$ cat src/rtl/ptl_pkg.sv
package ptl_pkg;

    // Trie geometry
    localparam int NODE_COUNT = 4096;
    localparam int IDX_W      = $clog2(NODE_COUNT);
    localparam int FREE_W     = IDX_W + 1;
    localparam int ID_W       = 16;
    localparam int ADDR_BITS  = 32;
    localparam int PLEN_W     = 6;
    localparam int LEVEL_W    = 6;
    localparam int OP_W       = 2;

    // Operation codes carried in the input tuser
    localparam logic [OP_W-1:0] OP_INSERT = 2'd0;
    localparam logic [OP_W-1:0] OP_LOOKUP = 2'd1;
    localparam logic [OP_W-1:0] OP_CLEAR  = 2'd2;
    localparam logic [OP_W-1:0] OP_NONE   = 2'd3;

    // One trie node: a child index of zero means no child
    typedef struct packed {
        logic [IDX_W-1:0] left;
        logic [IDX_W-1:0] right;
        logic [ID_W-1:0]  id;
    } node_t;

    localparam int NODE_W = $bits(node_t);

    // Controller to datapath
    typedef struct packed {
        logic               start;
        logic               step;
        logic               out_load;
        logic [LEVEL_W-1:0] level;
    } ptl_cmd_t;

    // Datapath to controller
    typedef struct packed {
        logic done;
        logic out_free;
    } ptl_stat_t;

endpackage

$ cat src/rtl/ptl_ctrl.sv
module ptl_ctrl
    import ptl_pkg::*;
(
    input  logic            clk,
    input  logic            rst_n,
    input  logic            s_axis_tvalid,
    output logic            s_axis_tready,
    input  logic [OP_W-1:0] s_axis_tuser,
    output ptl_cmd_t        cmd,
    input  ptl_stat_t       stat
);

    localparam logic [1:0] ST_IDLE = 2'd0;
    localparam logic [1:0] ST_WALK = 2'd1;
    localparam logic [1:0] ST_RESP = 2'd2;

    logic [1:0]         state_reg, state_next;
    logic [LEVEL_W-1:0] level_reg, level_next;
    logic               accept;

    assign s_axis_tready = state_reg == ST_IDLE;
    assign accept        = s_axis_tvalid && s_axis_tready;

    // Sequence: take an item, walk the levels, hand over the result
    always_comb
    begin
        state_next   = state_reg;
        level_next   = level_reg;
        cmd.start    = 1'b0;
        cmd.step     = 1'b0;
        cmd.out_load = 1'b0;
        cmd.level    = level_reg;
        case (state_reg)
            ST_IDLE:
            begin
                if (accept)
                begin
                    cmd.start  = 1'b1;
                    level_next = '0;
                    if (s_axis_tuser inside {OP_INSERT, OP_LOOKUP})
                    begin
                        state_next = ST_WALK;
                    end
                    else
                    begin
                        state_next = ST_RESP;
                    end
                end
            end
            ST_WALK:
            begin
                cmd.step = 1'b1;
                if (stat.done)
                begin
                    state_next = ST_RESP;
                end
                else
                begin
                    level_next = level_reg + LEVEL_W'(1);
                end
            end
            ST_RESP:
            begin
                if (stat.out_free)
                begin
                    cmd.out_load = 1'b1;
                    state_next   = ST_IDLE;
                end
            end
            default:
            begin
                state_next = ST_IDLE;
            end
        endcase
    end

    always_ff @(posedge clk or negedge rst_n)
    begin
        if (!rst_n)
        begin
            state_reg <= ST_IDLE;
            level_reg <= '0;
        end
        else
        begin
            state_reg <= state_next;
            level_reg <= level_next;
        end
    end

endmodule

$ cat config.mk
export PLATFORM = sky130hd
export DESIGN_NAME = ptl_ctrl
export DESIGN_NICKNAME = d
export VERILOG_FILES = /design/src/rtl/ptl_pkg.sv /design/src/rtl/ptl_ctrl.sv
export SDC_FILE = /design/constraint.sdc
export NUM_CORES = 1
export LEC_CHECK = 0
export ABC_AREA = 1
export BUFFER_PORTS_ARGS = -buffer_cell sky130_fd_sc_hd__buf_4
export CORE_MARGIN = 1
export CORE_UTILIZATION = 25
export CTS_CLUSTER_DIAMETER = 150
export DETAILED_ROUTE_END_ITERATION = 8
export SETUP_SLACK_MARGIN = 0.5
export SYNTH_ARGS = -nofsm -noshare
export SYNTH_HDL_FRONTEND = slang
export SYNTH_SLANG_ARGS = --single-unit
$ cat constraint.sdc
create_clock -name clk -period 2.3 [get_ports clk]
set_input_delay 0.46 -clock clk [delete_from_list [all_inputs] [get_ports clk]]
set_output_delay 0.46 -clock clk [all_outputs]
set_load 0.05 [all_outputs]
==> metrics.yaml, run 1 <==
wl_per_cell_um: 11.1
drive_above_1_share: 0.347
layout_min_cycle_time_ns: 1.72
totalNegativeSetupSlack_ns: 0
min_period_over_period: 0.747
vdd_drop_max_mv: 0.365
grt_pass1_vias: 397
critPathLaunchType: "register"
grt_max_degree: 9
synth_area_leaders: "dfrtp_1 (45%), nand2_1 (8.5%), inv_1 (6.0%), nand3_1 (5.7%), a21oi_1 (3.4%)"
p_total_uw: 595
synthesis.nets: 62
grt-ovfl-total: 0
hold_buffers: 0
antenna_found_initial: 0
grtUsageTotal: 0.125
drtPass1Iterations: 6
power_frac_comb: 0.489
synthTopCellsByCount: "nand2_1 (10), dfrtp_1 (8), inv_1 (7), nand3_1 (5), nor2_1 (4)"
path_class: "register to output port"
slew_headroom: 0.810
p_sw_uw: 286
area_delta_synth_final_pct: 36.4
ys_seq_area_frac: 0.455
drv_slew: 0
finalNetCount: 82
finalSetupViolCount: 0
ios: 17
postCtsSetupBuffers: 0
cp_data_required_time_ns: 1.84
cp_max_fo: 6
crit_path_end_kind: "output port"
netlist_instances: 54
cts_tree: "yes"
outcome: "finished, final reports clean"
clock_path_buffers: 2
drc: 0
synth_seq_cells: 8
crit_arrival_ns: 1.26
dieArea_um2: 1930
gp_congestion: 0.700
core.rowCount: 14
synthFlopType: "dfrtp_1"
port_buffers: 15
clock_sinks: 8
grt_pass1_wl_mm: 1.68
hold_violations: 0
antenna_cells: 0
synth_edf_count: 0
clock_latency_ns: 0.25
syn_area_um2: 440
ys_types: 19
tightest_slew_ns: 0.281
pwr-share-clk: 0.178
synth_top_area_cell: "dfrtp_1"
p_leak_nw: 0.323
clk_pin_slew_ns: 0.05
synthArstFlopShare: 1.00
drv_cap: 0
htree_num_levels: 1
netlist.area_leader.share: 0.455
core_area_um2: 1580
p_seq_frac: 0.333
post_cts_resized: 0
p_per_area_nw_per_um2: 991
postRouteAntennaNets: 0
min_path_type: "input pin to async pin"
rsz0062_at_grt: "no"
start_util: 0.279
hpwl_um: 753
routed_via_density: 4.76
totalWireLength_um: 980
die_height_um: 44.0
internal-power_uw: 309
cts_made_buffers: 3
dieWidth_um: 44.0
finClkSkew_ns: 0.000200
p_sw_frac: 0.481
num_vias: 419
max_freq_mhz: 582
drt_iter0_markers: 9
syn_area_per_cell_um2: 8.16
synth_most_common_cell: "nand2_1"
yosys_warnings: 0
cts-root-buf: "clkbuf_4"
largest_reg_flops: 6
==> metrics by stage <==
| step | instances | setup WS, ns | util | area, um2 | hold WS, ns |
|---|---|---|---|---|---|
| after floorplan | 54 | 0.690 | - | 445 | 0.164 |
| after global placement | 85 | 0.863 | 0.367 | 578 | 0.288 |
| after detailed placement | 85 | 0.851 | 0.367 | 578 | 0.289 |
| after CTS | 88 | 0.561 | 0.381 | 601 | 0.00763 |
| after global routing | 88 | 0.517 | 0.381 | 601 | 0.0118 |
| final | 88 | 0.582 | 0.381 | 601 | 0.0163 |
==> path summary, 6_finish.rpt <==
path | from | endpoint | slack [ns] | cells past startpoint
setup / recovery | state_reg[0] | cmd[8] | 0.58 | 4
hold / removal | rst_n | level_reg[0] | 0.02 | 1
setup reg to reg | state_reg[0] | level_reg[3] | 1.13 | 6
hold reg to reg | level_reg[3] | level_reg[3] | 0.54 | 2
max in group asynchronous | rst_n | state_reg[0] | 2.16 | 1
min in group clk | s_axis_tuser[1] | state_reg[0] | 0.40 | 2
==> cell usage in the layout (no fill, tap or decap), drive strengths merged <==
cell    instances
nor3            3
nor2            6
a21oi           3
o21ai           4
inv             8
clkbuf          3
nand3           6
o311ai          1
a22o            1
nor3b           1
ha              1
nand2          12
buf            15
dfrtp           8
==> power by group through the flow <==
stage	clock (mW)	sequential, mW	combinational [mW]
after floorplan	0	0.232	0.175
after global placement	0	0.199	0.289
after detailed placement	0	0.200	0.293
after CTS	0.115	0.197	0.294
after global routing	0.122	0.202	0.313
final	0.106	0.198	0.291
==> critical path: stages (launching register included) <==
cell and delay, ns:
dfrtp_1 0.46, nor2_4 0.19, nand2_4 0.09, inv_2 0.07, buf_4 0.19
==> area by class of cell <==
class	instances	area (um2)
well taps	16	20.0
repair buffers	15	113
inverters	8	30.0
multi-input cells	38	215
clock buffers	3	22.5
flip-flops and latches	8	200
fillers	174	976
==> kinds of logic after synthesis <==
family | Yosys count | share of synthesized area
and+or+nand+nor | 28 | 0.330
buffers and inverters | 8 | 0.0682
DFF | 8 | 0.455
adders and majority gates | 1 | 0.0284
AOI/OAI and AO/OA | 9 | 0.119
==> layer usage <==
layer	global-route usage	vias up	part of all wire
met4	0.0727	0	0
met2	0.197	10	0.46
met5	0	-	0
met1	0.140	192	0.50
li1	-	217	-
met3	0.0542	0	0.042
No activity file was read; power rests on OpenSTA's default activity.
==> run 2: changes to the inputs <==
Settings changed: ABC_AREA 1 to 0.
Clock period 2.3 ns to 1.8 ns, I/O delays scaled along.
==> metrics.yaml, run 2 <==
num_vias: 415  # -0.95%
dieWidth_um: 42.6  # -3.2%
port_buffers: 15  # unchanged
grt-ovfl-total: 0  # unchanged
yosys_warnings: 0  # unchanged
outcome: "finished, final reports clean"
wl_met3_um: 86  # +110%
final_cells: 85  # -3.4%
synthFlopType: "dfrtp_1"
p_per_area_nw_per_um2: 1060  # +7.1%
drive_above_1_share: 0.623  # +0.276
cp_max_fo: 2  # -4
critPathLaunchType: "register"
synth_seq_cells: 8  # unchanged
finClkSkew_ns: 0.000705  # +0.000505 ns
max_freq_mhz: 594
crit_path_end_kind: "output port"
postRouteAntennaNets: 0  # unchanged
netlist_instances: 44  # -19%
cts_made_buffers: 3  # unchanged
cts_tree: "yes"
start_util: 0.270  # -0.00925
min_path_type: "input pin to register"
cp_data_required_time_ns: 1.44  # -0.40 ns
tightest_slew_ns: 0.231  # -0.0505 ns
antenna_found_initial: 0  # unchanged
grt_pass1_vias: 418  # +5.3%
hpwl_um: 670  # -11%
clock_latency_ns: 0.26  # about the same
vdd_drop_max_mv: 0.729  # +100%
routed_via_density: 4.88  # +2.5%
grt_max_degree: 9  # unchanged
dp_worst_setup_slack_ns: 0.252  # -0.599 ns
final_common_cell: "buf_4"
synth_area_leaders: "dfrtp_1 (49%), nand2_1 (6.4%), o21ai_0 (6.1%), mux2i_1 (4.9%), or3b_1 (4.3%)"
synth_edf_count: 0  # unchanged
synthesis.nets: 52  # -16%
ys_seq_area_frac: 0.486  # +0.0318
p_total_uw: 769  # +29%
drc: 0  # unchanged
core.rowCount: 14  # unchanged
core_area_um2: 1520  # -3.3%
drv_slew: 0  # unchanged
drv_cap: 0  # unchanged
placed_cell_area_um2: 552  # -4.5%
path_class: "register to output port"
ios: 17  # unchanged
synth_top_area_cell: "dfrtp_1"
synth_most_common_cell: "dfrtp_1"
hold_violations: 0  # unchanged
grt_pass1_wl_mm: 1.75  # +4.1%
setup_slack_ns: 0.116  # -0.466 ns
finalSetupViolCount: 0  # unchanged
max_stage_delay_ns: 0.41  # -0.05 ns
min_period_over_period: 0.935
dieArea_um2: 1810  # -6.2%
dr_wl_met2_um: 473  # +6.1%
netlist.area_leader.share: 0.486  # +0.0318
slew_headroom: 0.845  # +0.0354
place_inst: 74  # -13%
top_layer: "met4"
antenna_cells: 0  # unchanged
cp_top_family: "simple AND/OR/NAND/NOR gates"
drt_iter0_markers: 5  # -4
largest_reg_flops: 6  # unchanged
cts-root-buf: "clkbuf_4"
p_leak_nw: 0.337  # +4.4%
totalNegativeSetupSlack_ns: 0  # unchanged
layout_min_cycle_time_ns: 1.68
syn_area_per_cell_um2: 9.36  # +15%
totalWireLength_mm: 1.01  # +3.1%
final_area_um2: 724  # +21%
wl_per_cell_um: 11.9  # +6.7%
final_cell_mix: "buf_4 (14), nand2_1 (7), dfrtp_2 (5), buf_6 (5)"
clk_pin_slew_ns: 0.06  # about the same
gp_congestion: 0.722  # +3.2%
cp_slowest_cell: "or3b_4"
clock_sinks: 8  # unchanged
ys_types: 18  # -1
grtUsageTotal: 0.135  # +0.0104
finalNetCount: 78  # -4.9%
htree_num_levels: 1  # unchanged
synthTopCellsByCount: "dfrtp_1 (8), nand2_1 (7), o21ai_0 (5), nand3_1 (3)"
die_height_um: 42.6  # -3.2%
area_delta_synth_final_pct: 76.0
clock_path_buffers: 2  # unchanged
drtPass1Iterations: 2  # -4
crit_buf_inv: 2  # unchanged
wl_met1_um: 440  # -11%
syn_area_um2: 412  # -6.5%
rsz0062_at_grt: "yes"
synthArstFlopShare: 1.00  # unchanged
crit_chain: "or3b_4 > clkinvlp_4 > buf_8"
crit_arrival_ns: 1.32  # +0.06 ns
[run 2: cell types whose count changed in the layout (fill, tap and decap cells not counted), moves of 3 or more]
cell and delta:
dfrtp_2 +5, inv_1 -6, nand3_1 -3, nor3_1 -3
nor2_1 -4, buf_6 +5, nand2_1 -3, a21oi_1 -3
buf_8 +3, dfrtp_1 -5
[run 2: metrics by stage]
stage | util | hold slack [ns]
final | 0.475 | 0.269
after global routing | 0.475 | 0.260
after CTS | 0.438 | 0.287
after detailed placement | 0.362 | 0.185
after global placement | 0.362 | 0.185
after floorplan | - | 0.0644
[run 2: area by class of cell]
| class | count | area, um2 |
|---|---|---|
| clock buffer | 4 | 26.3 |
| fill | 153 | 800 |
| inverter | 2 | 11.3 |
| multi-input combinational | 32 | 244 |
| sequential | 8 | 206 |
| tap | 16 | 20.0 |
| timing repair buffer | 23 | 216 |
[run 2: metal layers]
metal  track usage  up-vias
li1              -      203
met3        0.0733        2
met2         0.209       17
met4        0.0563        0
met1         0.155      193
met5             0        -
[run 2: final timing paths]
kind | from | slack [ns] | cells after the start | to
setup / recovery | state_reg[0] | 0.12 | 3 | cmd[8]
hold reg to reg | level_reg[5] | 0.48 | 1 | level_reg[5]
setup reg to reg | state_reg[0] | 0.27 | 5 | level_reg[4]
max in group asynchronous | rst_n | 1.20 | 2 | state_reg[0]
min in group asynchronous | rst_n | 0.46 | 2 | level_reg[0]
hold / removal | s_axis_tuser[1] | 0.27 | 2 | state_reg[0]
[run 2: what timing repair did]
item / CTS / global route
resized for setup: 15 / 13
pin swaps: 4 / 4
endpoints found under the hold margin: 8 / 0
buffers inserted: 4 / 2
endpoints found under the setup margin: 10 / 12
hold buffers: 1 / 0
cloned: 0 / 0
[run 2: kinds of logic after synthesis]
family	after synthesis	share of synthesized area
mux	3	0.0760
compound gates	7	0.0851
buf+inv	4	0.0395
fa+ha+maj	1	0.0304
flops	8	0.486
simple gates	21	0.283
[run 2: where the power goes]
group          internal [mW]  switching (mW)  total, mW  leakage [nW]
registers              0.206          0.0243      0.231         0.101
clock network         0.0856          0.0724      0.158        0.0150
logic                  0.163           0.217      0.380         0.221
total                  0.455           0.314      0.769         0.337
